===== config.mk =====
export PLATFORM = sky130hd
export DESIGN_NAME = ata_pio_lba48_read_sequencer_unit
export DESIGN_NICKNAME = d
export VERILOG_FILES = /design/src/rtl/ata_seq_pkg.sv /design/src/rtl/ata_seq_front.sv /design/src/rtl/ata_seq_queue.sv /design/src/rtl/ata_seq_back.sv /design/src/rtl/ata_pio_lba48_read_sequencer_unit.sv
export SDC_FILE = /design/constraint.sdc
export NUM_CORES = 1
export LEC_CHECK = 0
export BUFFER_PORTS_ARGS = -buffer_cell sky130_fd_sc_hd__buf_2
export CAP_MARGIN = 5
export CELL_PAD_IN_SITES_DETAIL_PLACEMENT = 1
export CELL_PAD_IN_SITES_GLOBAL_PLACEMENT = 1
export CORE_MARGIN = 2
export CORE_UTILIZATION = 45
export CTS_CLUSTER_DIAMETER = 150
export DETAILED_ROUTE_END_ITERATION = 8
export GPL_ROUTABILITY_DRIVEN = 0
export PLACE_DENSITY = 0.78
export SETUP_SLACK_MARGIN = 0.5
export SYNTH_ARGS = -nofsm -noshare
export SYNTH_HDL_FRONTEND = slang
export SYNTH_HIERARCHICAL = 1
export SYNTH_SLANG_ARGS = --single-unit

===== constraint.sdc =====
create_clock -name clk_i -period 5.4 [get_ports clk_i]
set_input_delay 0.27 -clock clk_i [delete_from_list [all_inputs] [get_ports clk_i]]
set_output_delay 0.27 -clock clk_i [all_outputs]
set_load 0.03 [all_outputs]

===== src/rtl/ata_seq_pkg.sv =====
// ----------------------------------------------------------------------------
// ATA PIO LBA48 read sequencer package
// Shared item types, job descriptor, action codes and task-file constants.
// ----------------------------------------------------------------------------
package ata_seq_pkg;

  localparam int unsigned QDEPTH = 4;
  localparam int unsigned QPTR_W = $clog2(QDEPTH);
  localparam int unsigned QCNT_W = $clog2(QDEPTH + 1);

  localparam logic [1:0] CMD_START  = 2'd0;
  localparam logic [1:0] CMD_STATUS = 2'd1;
  localparam logic [1:0] CMD_DATA   = 2'd2;

  localparam logic [2:0] ACT_WRITE = 3'd0;
  localparam logic [2:0] ACT_RSTAT = 3'd1;
  localparam logic [2:0] ACT_RDATA = 3'd2;
  localparam logic [2:0] ACT_STORE = 3'd3;
  localparam logic [2:0] ACT_DONE  = 3'd4;

  localparam logic [1:0] CODE_OK      = 2'd0;
  localparam logic [1:0] CODE_TIMEOUT = 2'd1;
  localparam logic [1:0] CODE_ERROR   = 2'd2;

  localparam logic [2:0] OFF_DATA   = 3'd0;
  localparam logic [2:0] OFF_COUNT  = 3'd2;
  localparam logic [2:0] OFF_LBA_LO = 3'd3;
  localparam logic [2:0] OFF_LBA_MI = 3'd4;
  localparam logic [2:0] OFF_LBA_HI = 3'd5;
  localparam logic [2:0] OFF_DRIVE  = 3'd6;
  localparam logic [2:0] OFF_CMD    = 3'd7;

  localparam logic [7:0] ST_BSY = 8'h80;
  localparam logic [7:0] ST_DRQ = 8'h08;
  localparam logic [7:0] ST_DF  = 8'h20;
  localparam logic [7:0] ST_ERR = 8'h01;

  localparam logic [7:0]  CMD_READ_EXT     = 8'h24;
  localparam logic [31:0] POLL_LIMIT_RESET = 32'd1000000;
  localparam logic [7:0]  WORD_LAST        = 8'hff;

  localparam logic [3:0] STEPS_START = 4'd11;
  localparam logic [3:0] STEPS_STORE = 4'd2;
  localparam logic [3:0] STEPS_ONE   = 4'd1;

  typedef enum logic [2:0] {
    JOB_START,
    JOB_RSTAT,
    JOB_RDATA,
    JOB_DONE,
    JOB_STORE
  } job_kind_e;

  typedef struct packed {
    logic [1:0]  cmd;
    logic [7:0]  drive_select;
    logic [15:0] sector_count;
    logic [47:0] lba;
    logic [7:0]  status_byte;
    logic [15:0] data_word;
  } in_item_t;

  typedef struct packed {
    logic [2:0]  action;
    logic [2:0]  reg_offset;
    logic [7:0]  write_value;
    logic [15:0] word;
    logic [23:0] word_index;
    logic [1:0]  status_code;
    logic        last;
  } out_item_t;

  typedef struct packed {
    job_kind_e   kind;
    job_kind_e   follow;
    logic [1:0]  code;
    logic [7:0]  drive;
    logic [15:0] count;
    logic [47:0] lba;
    logic [15:0] word;
    logic [23:0] word_index;
  } job_t;

endpackage


===== src/rtl/ata_seq_front.sv =====
// ----------------------------------------------------------------------------
// ATA sequencer front end
// Accepts start requests and bus replies, tracks the read's progress and
// issues one job descriptor per item that produces results.
// ----------------------------------------------------------------------------
module ata_seq_front (
  input  logic                  clk_i,
  input  logic                  rst_ni,
  input  logic                  in_valid_i,
  input  ata_seq_pkg::in_item_t in_data_i,
  output logic                  in_stall_o,
  input  logic                  cfg_valid_i,
  input  logic [31:0]           cfg_data_i,
  output logic                  cfg_ready_o,
  output logic                  job_valid_o,
  output ata_seq_pkg::job_t     job_o,
  input  logic                  job_full_i
);
  import ata_seq_pkg::*;

  typedef enum logic [1:0] {
    PH_IDLE,
    PH_POLL,
    PH_DATA
  } phase_e;

  phase_e      phase_q, phase_d;
  logic [15:0] total_q, total_d;
  logic [15:0] sector_q, sector_d;
  logic [7:0]  word_q, word_d;
  logic [31:0] poll_q, poll_d;
  logic [31:0] limit_q;
  logic [31:0] limit;
  logic [31:0] poll_inc;
  logic [15:0] sector_inc;
  logic        accept;
  job_t        job;
  logic        job_valid;

  assign in_stall_o  = job_full_i;
  assign cfg_ready_o = 1'b1;
  assign accept      = in_valid_i && !job_full_i;
  assign limit       = (limit_q == '0) ? 32'd1 : limit_q;
  assign poll_inc    = poll_q + 32'd1;
  assign sector_inc  = sector_q + 16'd1;

  always_comb begin
    phase_d   = phase_q;
    total_d   = total_q;
    sector_d  = sector_q;
    word_d    = word_q;
    poll_d    = poll_q;
    job_valid = 1'b0;
    job       = '0;
    job.kind  = JOB_RSTAT;
    job.follow = JOB_RSTAT;
    unique case (in_data_i.cmd)
      CMD_START: begin
        job_valid = 1'b1;
        job.kind  = JOB_START;
        job.drive = in_data_i.drive_select;
        job.count = in_data_i.sector_count;
        job.lba   = in_data_i.lba;
        total_d   = in_data_i.sector_count;
        sector_d  = '0;
        word_d    = '0;
        poll_d    = '0;
        phase_d   = (in_data_i.sector_count == '0) ? PH_IDLE : PH_POLL;
      end
      CMD_STATUS: begin
        if (phase_q == PH_POLL) begin
          job_valid = 1'b1;
          poll_d    = poll_inc;
          if ((in_data_i.status_byte & (ST_ERR | ST_DF)) != '0) begin
            job.kind  = JOB_DONE;
            job.code  = CODE_ERROR;
            phase_d   = PH_IDLE;
          end else if ((in_data_i.status_byte & (ST_BSY | ST_DRQ)) == ST_DRQ) begin
            job.kind  = JOB_RDATA;
            phase_d   = PH_DATA;
            word_d    = '0;
          end else if (poll_inc >= limit) begin
            job.kind  = JOB_DONE;
            job.code  = CODE_TIMEOUT;
            phase_d   = PH_IDLE;
          end else begin
            job.kind  = JOB_RSTAT;
          end
        end
      end
      CMD_DATA: begin
        if (phase_q == PH_DATA) begin
          job_valid      = 1'b1;
          job.kind       = JOB_STORE;
          job.word       = in_data_i.data_word;
          job.word_index = {sector_q, word_q};
          if (word_q == WORD_LAST) begin
            word_d   = '0;
            sector_d = sector_inc;
            if (sector_inc >= total_q) begin
              job.follow = JOB_DONE;
              job.code   = CODE_OK;
              phase_d    = PH_IDLE;
            end else begin
              job.follow = JOB_RSTAT;
              phase_d    = PH_POLL;
              poll_d     = '0;
            end
          end else begin
            word_d     = word_q + 8'd1;
            job.follow = JOB_RDATA;
          end
        end
      end
      default: begin
        job_valid = 1'b0;
      end
    endcase
  end

  assign job_valid_o = accept && job_valid;
  assign job_o       = job;

  always_ff @(posedge clk_i or negedge rst_ni) begin
    if (!rst_ni) begin
      phase_q  <= PH_IDLE;
      total_q  <= '0;
      sector_q <= '0;
      word_q   <= '0;
      poll_q   <= '0;
      limit_q  <= POLL_LIMIT_RESET;
    end else begin
      if (accept) begin
        phase_q  <= phase_d;
        total_q  <= total_d;
        sector_q <= sector_d;
        word_q   <= word_d;
        poll_q   <= poll_d;
      end
      if (cfg_valid_i) begin
        limit_q <= cfg_data_i;
      end
    end
  end

endmodule


===== src/rtl/ata_seq_queue.sv =====
// ----------------------------------------------------------------------------
// ATA sequencer job queue
// A short first-in first-out queue of job descriptors between the front end
// and the result generator.
// ----------------------------------------------------------------------------
module ata_seq_queue (
  input  logic              clk_i,
  input  logic              rst_ni,
  input  logic              push_i,
  input  ata_seq_pkg::job_t push_data_i,
  output logic              full_o,
  output logic              valid_o,
  output ata_seq_pkg::job_t head_o,
  input  logic              pop_i
);
  import ata_seq_pkg::*;

  job_t              entry_q [QDEPTH];
  logic [QPTR_W-1:0] wr_ptr_q, rd_ptr_q;
  logic [QCNT_W-1:0] cnt_q;
  logic              push, pop;

  assign full_o  = (cnt_q == QCNT_W'(QDEPTH));
  assign valid_o = (cnt_q != '0);
  assign head_o  = entry_q[rd_ptr_q];
  assign push    = push_i && !full_o;
  assign pop     = pop_i && valid_o;

  always_ff @(posedge clk_i) begin
    if (push) begin
      entry_q[wr_ptr_q] <= push_data_i;
    end
  end

  always_ff @(posedge clk_i or negedge rst_ni) begin
    if (!rst_ni) begin
      wr_ptr_q <= '0;
      rd_ptr_q <= '0;
      cnt_q    <= '0;
    end else begin
      if (push) begin
        wr_ptr_q <= wr_ptr_q + QPTR_W'(1);
      end
      if (pop) begin
        rd_ptr_q <= rd_ptr_q + QPTR_W'(1);
      end
      if (push && !pop) begin
        cnt_q <= cnt_q + QCNT_W'(1);
      end else if (pop && !push) begin
        cnt_q <= cnt_q - QCNT_W'(1);
      end
    end
  end

endmodule


===== src/rtl/ata_seq_back.sv =====
// ----------------------------------------------------------------------------
// ATA sequencer result generator
// Expands each job descriptor into its result items, one per cycle while the
// output is not stalled, into a registered output stage.
// ----------------------------------------------------------------------------
module ata_seq_back (
  input  logic                   clk_i,
  input  logic                   rst_ni,
  input  logic                   job_valid_i,
  input  ata_seq_pkg::job_t      job_i,
  output logic                   job_pop_o,
  output logic                   out_valid_o,
  output ata_seq_pkg::out_item_t out_data_o,
  input  logic                   out_stall_i
);
  import ata_seq_pkg::*;

  logic [3:0] step_q;
  logic [3:0] steps;
  logic       out_valid_q;
  out_item_t  out_q;
  out_item_t  res;
  logic       advance;
  logic       step_end;

  function automatic out_item_t single_res(job_kind_e kind, logic [1:0] code);
    out_item_t r;
    r = '0;
    unique case (kind)
      JOB_RSTAT: begin
        r.action     = ACT_RSTAT;
        r.reg_offset = OFF_CMD;
      end
      JOB_RDATA: begin
        r.action     = ACT_RDATA;
        r.reg_offset = OFF_DATA;
      end
      JOB_DONE: begin
        r.action      = ACT_DONE;
        r.status_code = code;
        r.last        = 1'b1;
      end
      default: begin
        r = '0;
      end
    endcase
    return r;
  endfunction

  always_comb begin
    unique case (job_i.kind)
      JOB_START: steps = STEPS_START;
      JOB_STORE: steps = STEPS_STORE;
      default:   steps = STEPS_ONE;
    endcase
  end

  always_comb begin
    res = '0;
    unique case (job_i.kind)
      JOB_START: begin
        res.action = ACT_WRITE;
        unique case (step_q)
          4'd0: begin res.reg_offset = OFF_DRIVE;  res.write_value = job_i.drive;        end
          4'd1: begin res.reg_offset = OFF_COUNT;  res.write_value = job_i.count[15:8];  end
          4'd2: begin res.reg_offset = OFF_LBA_LO; res.write_value = job_i.lba[31:24];   end
          4'd3: begin res.reg_offset = OFF_LBA_MI; res.write_value = job_i.lba[39:32];   end
          4'd4: begin res.reg_offset = OFF_LBA_HI; res.write_value = job_i.lba[47:40];   end
          4'd5: begin res.reg_offset = OFF_COUNT;  res.write_value = job_i.count[7:0];   end
          4'd6: begin res.reg_offset = OFF_LBA_LO; res.write_value = job_i.lba[7:0];     end
          4'd7: begin res.reg_offset = OFF_LBA_MI; res.write_value = job_i.lba[15:8];    end
          4'd8: begin res.reg_offset = OFF_LBA_HI; res.write_value = job_i.lba[23:16];   end
          4'd9: begin res.reg_offset = OFF_CMD;    res.write_value = CMD_READ_EXT;       end
          default: begin
            res = (job_i.count == '0) ? single_res(JOB_DONE, CODE_OK)
                                      : single_res(JOB_RSTAT, CODE_OK);
          end
        endcase
      end
      JOB_STORE: begin
        if (step_q == '0) begin
          res.action     = ACT_STORE;
          res.word       = job_i.word;
          res.word_index = job_i.word_index;
        end else begin
          res = single_res(job_i.follow, job_i.code);
        end
      end
      default: begin
        res = single_res(job_i.kind, job_i.code);
      end
    endcase
  end

  assign advance     = job_valid_i && (!out_valid_q || !out_stall_i);
  assign step_end    = (step_q == steps - 4'd1);
  assign job_pop_o   = advance && step_end;
  assign out_valid_o = out_valid_q;
  assign out_data_o  = out_q;

  always_ff @(posedge clk_i) begin
    if (advance) begin
      out_q <= res;
    end
  end

  always_ff @(posedge clk_i or negedge rst_ni) begin
    if (!rst_ni) begin
      out_valid_q <= 1'b0;
      step_q      <= '0;
    end else begin
      if (advance) begin
        out_valid_q <= 1'b1;
        step_q      <= step_end ? 4'd0 : step_q + 4'd1;
      end else if (!out_stall_i) begin
        out_valid_q <= 1'b0;
      end
    end
  end

endmodule


===== src/rtl/ata_pio_lba48_read_sequencer_unit.sv =====
// ----------------------------------------------------------------------------
// ATA PIO LBA48 read sequencer
// Host-side sequencer that turns read requests and bus replies into
// task-file writes, status and data reads, stored words and completion.
// ----------------------------------------------------------------------------
// An input item is taken whenever the four-entry job queue has room, and
// results leave through a registered output stage at one per cycle while
// out_stall_i is low. The output stage therefore sets the sustained rate: a
// start request yields 11 result items, a data reply 2 and a status reply 1,
// while replies that do not fit the current phase produce no transfer.
module ata_pio_lba48_read_sequencer_unit (
  input  logic                   clk_i,
  input  logic                   rst_ni,
  input  logic                   in_valid_i,
  input  ata_seq_pkg::in_item_t  in_data_i,
  output logic                   in_stall_o,
  input  logic                   cfg_valid_i,
  input  logic [31:0]            cfg_data_i,
  output logic                   cfg_ready_o,
  output logic                   out_valid_o,
  output ata_seq_pkg::out_item_t out_data_o,
  input  logic                   out_stall_i
);
  import ata_seq_pkg::*;

  logic job_push;
  job_t job_in;
  logic job_full;
  logic job_valid;
  job_t job_head;
  logic job_pop;

  ata_seq_front u_front (
    .clk_i       (clk_i),
    .rst_ni      (rst_ni),
    .in_valid_i  (in_valid_i),
    .in_data_i   (in_data_i),
    .in_stall_o  (in_stall_o),
    .cfg_valid_i (cfg_valid_i),
    .cfg_data_i  (cfg_data_i),
    .cfg_ready_o (cfg_ready_o),
    .job_valid_o (job_push),
    .job_o       (job_in),
    .job_full_i  (job_full)
  );

  ata_seq_queue u_queue (
    .clk_i       (clk_i),
    .rst_ni      (rst_ni),
    .push_i      (job_push),
    .push_data_i (job_in),
    .full_o      (job_full),
    .valid_o     (job_valid),
    .head_o      (job_head),
    .pop_i       (job_pop)
  );

  ata_seq_back u_back (
    .clk_i       (clk_i),
    .rst_ni      (rst_ni),
    .job_valid_i (job_valid),
    .job_i       (job_head),
    .job_pop_o   (job_pop),
    .out_valid_o (out_valid_o),
    .out_data_o  (out_data_o),
    .out_stall_i (out_stall_i)
  );

endmodule

* Yosys cells after proc, flatten, opt, wreduce, memory -nomap -nowiden
Memories as Yosys holds them, arrays and structs flattened. Index checks and enable logic that the tools add are counted. Widths: inputs -> output; s select.
Word-level totals: register bits 175, RAM bits 480, bits of input ports 135, memories 1
Cells by class: reduce and logical (&&, ||, !) cells 31, $lt $le $gt $ge 2, muxes and demuxes 67, eq/ne operators 32, $add $sub $neg 9
Memory list:
- u_queue.entry_q | words 4, width 120, read ports 1, clocked after Yosys merged registers in 0, write ports 1, line ata_seq_queue.sv:18 | job_t entry_q [QDEPTH];
Operators with widths (number):
- $mux 32 | 5
- $mux 40 | 3
- $pmux 57 s2 | 1
- $pmux 11 s10 | 1
- $pmux 32 s3 | 1
- $mux 72 | 1
- $mux 57 | 1
- $mux 8 | 6
- $mux 43 | 1
- $mux 3 | 13
- $add 32x1->32 const B | 1
- $ge 32x32->1 | 1
- $logic_not 16->1 | 2
- $logic_not 32->1 | 1
- $mux 16 | 2
- $pmux 16 s2 | 1
- $pmux 3 s3 | 3
- $mux 2 | 12
- $pmux 8 s3 | 1
- $reduce_and 6->1 | 3
- $add 16x1->16 const B | 1
- $eq 4x3->1 const B | 4
- $ge 16x16->1 | 1
- $eq 3x2->1 const B | 4
- other kinds (37) | 71

* Depth between registers and ports, before layout
Gate-level depths: netlist of the first run. An unclocked memory read counts as a cell.
depth after elaboration 10, gate-level depth with buffers 16

* Cells and area by module
The synthesis of the first run kept the hierarchy.
Modules (own cells, without submodules):
- ata_seq_queue | cells each 662, seq. area each 14589.0 um^2, area an instance 17805.8 um^2, instances 1
- ata_seq_front | cells each 851, seq. area each 2661.3 um^2, area an instance 7460.9 um^2, instances 1
- ata_seq_back | cells each 270, seq. area each 1836.8 um^2, area an instance 3210.6 um^2, instances 1

* Worst setup path after synthesis of the first run
OpenSTA, ideal clock, no wires.
path type reg-to-reg, from register u_queue.cnt_q[0], to register u_queue.cnt_q[1], setup time 0.125 ns, stages on the path, launching flop included 9, setup slack 0.259 ns, arrival time 5.017 ns, cell sequence dfrtp_1 > or3_1 > a21boi_1 > and2_1 > nand2_1 > ha_1 > inv_1 > fa_1 > mux2_2
Between the ends: elaborated cells between the ends (all ways) 18
RTL lines:
- from (decl) | line ata_seq_queue.sv:20 | logic [QCNT_W-1:0] cnt_q;
- from (signal assigned) | line ata_seq_queue.sv:48 | cnt_q <= cnt_q + QCNT_W'(1);
- from (signal assigned) | line ata_seq_queue.sv:50 | cnt_q <= cnt_q - QCNT_W'(1);
- $reduce_bool 3->1 * | line ata_seq_queue.sv:24 | assign valid_o = (cnt_q != '0);
- named net job_valid | line ata_pio_lba48_read_sequencer_unit.sv:29 | logic job_valid;
- $logic_and 1x1->1 * | line ata_seq_back.sv:95 | assign advance = job_valid_i && (!out_valid_q || !out_stall_i);
- named net u_back.advance | line ata_seq_back.sv:23 | logic advance;
- $logic_and 1x1->1 * | line ata_seq_back.sv:97 | assign job_pop_o = advance && step_end;
- named net job_pop | line ata_pio_lba48_read_sequencer_unit.sv:31 | logic job_pop;
- $logic_and 1x1->1 * | line ata_seq_queue.sv:27 | assign pop = pop_i && valid_o;
- $logic_not 1->1 | line ata_seq_queue.sv:47 | if (push && !pop) begin
- $logic_and 1x1->1 | line ata_seq_queue.sv:47
- $mux 3 or $reduce_bool 2->1 (tied branches)
The timed path passes the listed nets; every way through them passes the cells marked *. The select of a mux whose other input is x is not followed. A chain may end at the register's enable or synchronous reset.

* Worst setup path in the final report of the first run
from register u_front.sector_q[0], to register u_front.poll_q[0]
Between the ends: word-level cells in the longest chain between the ends 4
Ends and longest elaborated chain:
- from (decl) | line ata_seq_front.sv:29 | logic [15:0] sector_q, sector_d;
- from (signal assigned) | line ata_seq_front.sv:136 | sector_q <= sector_d;
- $add 16x1->16 | line ata_seq_front.sv:45 | assign sector_inc = sector_q + 16'd1;
- $ge 16x16->1 | line ata_seq_front.sv:100 | if (sector_inc >= total_q) begin
- $ne 2x2->1 (no source line)
- $reduce_and 6->1 (no source line)
- to (signal assigned) | line ata_seq_front.sv:138 | poll_q <= poll_d;
- to (decl) | line ata_seq_front.sv:31 | logic [31:0] poll_q, poll_d;
Every way passes these cells.

==> results of run 1 <==
-- final cells by class --
cell class / count / area share (%)
Inverter: 73 / 0.8262
Clock inverter: 43 / 1.547
Tap cell: 846 / 3.192
Multi-Input combinational cell: 962 / 25.91
Antenna cell: 2 / 0.01509
Timing Repair Buffer: 267 / 5.395
Clock buffer: 81 / 5.535
Sequential cell: 655 / 57.58
-- power groups by stage --
stage / combinational [mW] / clock [mW] / sequential, mW
3_3_place_gp: 3.34 / 0 / 6.47
2_1_floorplan: 2.39 / 0 / 6.63
6_report: 3.50 / 4.92 / 6.42
5_1_grt: 3.78 / 5.20 / 6.48
4_1_cts: 3.53 / 5.03 / 6.43
3_5_place_dp: 3.44 / 0 / 6.52
-- placed cells by master, fill, tap and decap left out, drive strengths merged, types with 26 or more instances in the layout --
cell,instances
edfxtp,537
buf,210
and2,161
mux4,120
dfrtp,111
nand2,102
clkbuf,81
inv,78
ha,65
o21ai,59
dlygate4sd3,57
nor2,43
nand3,38
xnor2,37
a21oi,26
-- through the flow --
step / area [um2] / hold WS (ps) / power [mW]
global placement: 30240 / 385.6 / 9.808
finish: 33160 / 17.70 / 14.84
CTS: 33150 / 2.791 / 14.98
floorplan: 28480 / -25.59 / 9.019
detailed placement: 30240 / 391.6 / 9.958
global route: 33160 / 8.832 / 15.46
-- sequential cells by signal, summed over array words and instances (netlist names) --
| name | count |
|---|---|
| u_front/poll_q | 32 |
| u_front/phase_q | 2 |
| u_queue/entry_q | 480 |
| u_back/out_valid_o | 1 |
| u_front/sector_q | 16 |
| u_front/word_q | 8 |
| u_queue/rd_ptr_q | 2 |
| u_queue/cnt_q | 3 |
| u_back/out_data_o | 57 |
| u_queue/wr_ptr_q | 2 |
| u_back/step_q | 4 |
| u_front/total_q | 16 |
| u_front/limit_q | 32 |
-- worst max-delay path, stage by stage, from the launching register on --
cell	delay [ps]
dfrtp_1	450
ha_1	260
nand3_1	140
or2_2	380
nor2_1	240
nand3_1	150
xnor2_1	180
ha_1	310
nand4_1	130
nor2_1	230
o211a_1	200
a211oi_2	110
o21ai_2	770
buf_4	410
mux2_2	360
-- routing by layer --
layer / track usage (%) / routed length (um) / vias up
li1: - / - / 7339
met1: 28.74 / 28960 / 8668
met2: 36.55 / 34890 / 496
met3: 4.011 / 4003 / 110
met4: 6.303 / 1632 / 8
met5: 0 / 46 / -
-- timing repair --
action | in CTS | in global routing
setup buffers | 0 | 0
hold buffers | 57 | 0
endpoints found under the setup margin | 0 | 3
hold endpoints to repair | 128 | 0
resized for setup | 0 | 1
-- cells by family (layout without fill, tap and decap cells) --
| logic type | Yosys count | in the layout | share of synthesized area (%) |
|---|---|---|---|
| xor+xnor | 54 | 54 | 1.661 |
| buf+inv | 166 | 464 | 2.957 |
| mux | 161 | 161 | 11.03 |
| fa+ha+maj | 66 | 66 | 2.926 |
| compound gates | 208 | 208 | 5.268 |
| other cells | 2 | 4 | 0.02637 |
| simple gates | 471 | 471 | 9.108 |
| flops | 655 | 655 | 67.03 |
-- worst max path at each step --
stage,startpoint,cells after the start,to
CTS,u_front/poll_q[0],13,u_queue/entry_q[1][118]
global placement,u_front/poll_q[0],13,u_queue/entry_q[0][118]
detailed placement,u_front/poll_q[0],13,u_queue/entry_q[0][118]
finish,u_front/sector_q[0],14,u_front/poll_q[0]
floorplan,in_data_i[97],9,u_queue/entry_q[0][0]
global route,u_front/sector_q[0],14,u_front/poll_q[0]
==> flow_metrics.py, run 1 <==
metrics = {
    "status": {
        "status": "finished, final reports clean",
    },
    "clock_tree": {
        "root_buffer": "clkbuf_16",
        "cts_tree": "yes",
        "cts_sinks": 655,
        "clkTransAtPathRegs_ps": 60,
        "cts_buffer_depth": 3,
        "clk_latency_ps": 630,
        "h-tree-depth": 3,
        "cts_made_buffers": 70,
    },
    "sta": {
        "fin_crit_ps": 4452,
        "finalSetupViolCount": 0,
        "max_slew_margin_pct": 32.75,
        "max_freq_mhz": 224.6,
        "grt_setup_unrepaired": "no",
        "slew_viol_final": 0,
        "setup_slack_ps": 947.8,
        "layout_worst_path_cycle_share_pct": 82.45,
        "hold_viol": 0,
        "fin_setup_tns_ps": 0,
        "skew_ps": 31.04,
        "worst_pin_slew_ps": 1009,
    },
    "power_and_ir_drop": {
        "pwr-share-comb_pct": 23.6,
        "seq_power_share_pct": 43.3,
        "p_leak_nw": 12.18,
        "switching_share_pct": 30.00,
        "ir_drop_mv": 0.2283,
        "internal_power_mw": 10.39,
        "pwr-share-clk_pct": 33.1,
        "p_per_area_nw_per_um2": 447.4,
        "p_switching_mw": 4.451,
    },
    "yosys": {
        "synth_top_flop_cell": "edfxtp_1",
        "synth_edf_count": 537,
        "synth_top_cell_area_share_pct": 56.63,
        "netlist_area_um2": 28480,
        "ys_seq_area_share_pct": 67.03,
        "synth_most_common_cell": "edfxtp_1",
        "synth_common_cells": "edfxtp_1, and2_1, mux4_2",
        "postSynth.asyncResetShare_pct": 18.02,
        "synth_top_cell_by_area": "edfxtp_1",
        "synth_fp_nets": 1984,
        "yosys-top-cells-area": "edfxtp_1, dfrtp_1, mux4_2",
        "synth-seq-cells": 655,
        "synth_cell_type_count": 85,
        "synth.avg_cell_area_um2": 15.97,
        "syn_inst": 1783,
        "synth-warning-count": 6,
    },
    "routing": {
        "viasPerCell": 5.675,
        "drtAntennaViolNets": 0,
        "avgRoutedWirePerCell_um": 23.74,
        "vias": 16620,
        "drt-pass1-iter-count": 5,
        "drtIter0Drc": 1256,
        "totalWireLength_mm": 69.53,
        "drc": 0,
    },
    "floorplan": {
        "die-area_um2": 65310,
        "initial_core_util_pct": 45.31,
        "ios": 195,
        "core_um2": 62850,
        "die_y_um": 255.6,
        "rows": 92,
        "fp.dieW_um": 255.6,
    },
    "layout": {
        "multi_input_area_um2": 8594,
        "nets": 2230,
        "layout-drive-gt1-share_pct": 23.74,
        "post-route-util_pct": 52.77,
        "area_growth_pct": 16.46,
        "register_area_um2": 19090,
        "layout.cells.non_filler": 2929,
        "fillers": 5962,
    },
    "grt": {
        "grt_pass1_vias": 18070,
        "grt_use_total_pct": 21.65,
        "grt_overflow_total": 0,
        "antenna_found_initial": 6,
        "grt_pass1_wl_mm": 109.2,
        "grt_max_degree": 96,
    },
    "setup_path": {
        "worst-setup-path-type": "reg -> reg",
        "cp.arrival_ps": 4940,
        "crit_required_ps": 5890,
        "cp_max_fo": 18,
        "regToRegSetupSlack_ps": 950,
        "reg2regPathDepth": 14,
        "cp-start-kind": "flip-flop",
        "critical_path.endpoint_type": "flip-flop",
        "r2r-end": "u_front/poll_q[0]",
        "rr_startpoint": "u_front/sector_q[0]",
    },
    "placement": {
        "dp_cells": 2746,
        "dp_hpwl_mm": 43.79,
        "pre_cts_ws_ps": 871.4,
        "io_buffers": 189,
    },
    "worst_hold_path": {
        "holdPathEnd": "u_front/total_q[2]",
        "min_path_cells": 2,
        "hold_class": "in -> reg",
        "worstHoldStart": "in_data_i[74]",
    },
    "job": {
        "maxCapViolCount": 0,
    },
}
(Power assumes the default switching activity.)
==> run 2, diff against run 1 <==
Clock period 5.4 ns to 3.95 ns, I/O delays scaled along.
==> flow_metrics.py, run 2 (synthesis gave the netlist of run 1 again) <==
metrics = {
    "status": {
        "status": "finished, final reports clean",
    },
    "floorplan": {
        "core_um2": 62850,
        "initial_core_util_pct": 45.31,
        "fp.dieW_um": 255.6,
        "die_y_um": 255.6,
        "die-area_um2": 65310,
        "rows": 92,
        "ios": 195,
    },
    "power_and_ir_drop": {
        "switching_share_pct": 30.18,
        "p_switching_mw": 6.054,
        "seq_power_share_pct": 43.4,
        "pwr-share-clk_pct": 31.0,
        "pwr-share-comb_pct": 25.6,
        "internal_power_mw": 14.00,
        "p_leak_nw": 12.67,
        "p_per_area_nw_per_um2": 585.5,
        "total_power_mw": 20.06,
        "ir_drop_mv": 0.4061,
    },
    "worst_hold_path": {
        "hold_class": "in -> reg",
        "worstHoldStart": "in_data_i[66]",
        "min_path_cells": 2,
        "holdPathEnd": "u_queue/entry_q[0][82]",
    },
    "routing": {
        "vias": 17210,
        "drc": 0,
        "avgRoutedWirePerCell_um": 23.41,
        "totalWireLength_mm": 71.44,
        "drt-pass1-iter-count": 5,
        "drtAntennaViolNets": 0,
        "viasPerCell": 5.640,
        "drtIter0Drc": 1333,
    },
    "sta": {
        "setup_slack_ps": 462.4,
        "layout_worst_path_cycle_share_pct": 88.29,
        "fin_crit_ps": 3488,
        "slew_viol_final": 0,
        "finalSetupViolCount": 0,
        "max_freq_mhz": 286.7,
        "hold_viol": 0,
        "max_slew_margin_pct": 31.73,
        "grt_setup_unrepaired": "yes",
        "worst_pin_slew_ps": 1024,
        "fin_setup_tns_ps": 0,
        "skew_ps": 37.84,
    },
    "placement": {
        "dp_hpwl_mm": 44.79,
        "io_buffers": 189,
        "placed_area_um2": 30430,
        "pre_cts_ws_ps": -37.52,
    },
    "grt": {
        "grt_use_total_pct": 21.91,
        "grt_max_degree": 75,
        "grt_pass1_wl_mm": 110.9,
        "antenna_found_initial": 10,
        "grt_overflow_total": 0,
        "grt_pass1_vias": 18630,
    },
    "setup_path": {
        "rr_startpoint": "u_front/poll_q[12]",
        "cp_num_buf_inv": 2,
        "critical_path.endpoint_type": "flip-flop",
        "r2r-end": "u_queue/entry_q[1][118]",
        "cp-start-kind": "flip-flop",
        "critical_path.cell_chain": "nand4_1, nor4_4, buf_4, and4_4, nand3_4, xnor2_2, ha_1, nand4_1, nor2_1, a221o_1, a211o_1, nor3_2, nor3_2, buf_4",
        "slowest_delay_ps": 370,
        "crit_required_ps": 4290,
        "setup.worst_path.start": "u_front/poll_q[12]",
        "cp_max_fo": 5,
        "cp.arrival_ps": 3830,
        "worst-setup-path-type": "reg -> reg",
        "crit_slowest_cell": "dfrtp_2",
        "path_delay_family": "simple AND/OR/NAND/NOR gates",
        "reg2regPathDepth": 14,
        "regToRegSetupSlack_ps": 460,
    },
    "clock_tree": {
        "cts_sinks": 655,
        "cts_made_buffers": 70,
        "cts_buffer_depth": 3,
        "h-tree-depth": 3,
        "cts_tree": "yes",
        "root_buffer": "clkbuf_16",
        "clk_latency_ps": 610,
        "clkTransAtPathRegs_ps": 60,
    },
    "layout": {
        "nets": 2347,
        "final_cell_mix": "edfxtp_1, buf_2, and2_1, mux4_2, dlygate4sd3_1",
        "largest_reg_flops": 480,
        "top_register": "u_queue/entry_q",
        "final_common_cell": "edfxtp_1",
        "layout-drive-gt1-share_pct": 26.60,
        "post-route-util_pct": 54.50,
        "area_growth_pct": 20.28,
        "finalInstanceArea_um2": 34250,
    },
    "job": {
        "maxCapViolCount": 0,
    },
}
==> run 2: cell types whose count changed in the layout (fill, tap and decap cells not counted), sizes merged <==
| cell | before | now |
|---|---|---|
| o21ai | 59 | 60 |
| clkbuf | 81 | 96 |
| inv | 78 | 75 |
| buf | 210 | 269 |
| clkinv | 24 | 23 |
| diode | 2 | 6 |
| dlygate4sd3 | 57 | 113 |
| bufinv | 9 | 3 |
| clkinvlp | 5 | 2 |
==> run 2: stage by stage <==
| step | instances | hold slack [ps] |
|---|---|---|
| finish | 3051 | 14.18 |
| global route | 3048 | 30.52 |
| CTS | 3034 | 3.413 |
| detailed placement | 2774 | 362.1 |
| global placement | 2774 | 338.8 |
| floorplan | 1783 | -98.09 |
==> run 2: power by group through the flow <==
stage               clock (mW)  combinational, mW  sequential, mW
floorplan                    0               3.30            9.02
global placement             0               4.70            8.78
detailed placement           0               4.85            8.85
CTS                       6.34               5.10            8.70
global route              6.56               5.52            8.78
finish                    6.21               5.14            8.71
==> run 2: timing repair <==
item                       CTS  global route
gates cloned                 1             0
hold buffers               113             0
setup endpoints to repair   55            54
pin swaps                    8            12
hold endpoints to repair   351             0
buffers inserted            21            11
gates resized for setup     30            39
==> run 2: per-layer routing <==
layer	up-vias	global-route usage, %	share of wire [%]
met5	-	0	0.071
met4	8	7.001	2.5
met3	134	4.179	6.5
met2	602	36.59	50
met1	8881	29.13	41
li1	7583	-	-
==> run 2: layout make-up <==
type / count / area [um2]
clock inverter: 30 / 251.5
timing repair buffer: 383 / 2833
antenna: 6 / 15.01
inverter: 73 / 274.0
clock buffer: 95 / 1897
sequential: 655 / 19110
multi-input combinational: 963 / 8818
fill: 5985 / 28600
tap: 846 / 1059
==> run 2: worst max-delay path by stage <==
stage,endpoint,slack [ps],cells after the start
after floorplan,u_queue/cnt_q[1],360,14
after global placement,u_queue/entry_q[0][112],70,16
after detailed placement,u_front/poll_q[19],-40,14
after CTS,u_back/out_data_o[52],430,7
after global routing,u_queue/entry_q[3][112],290,16
final,u_queue/entry_q[1][118],460,14
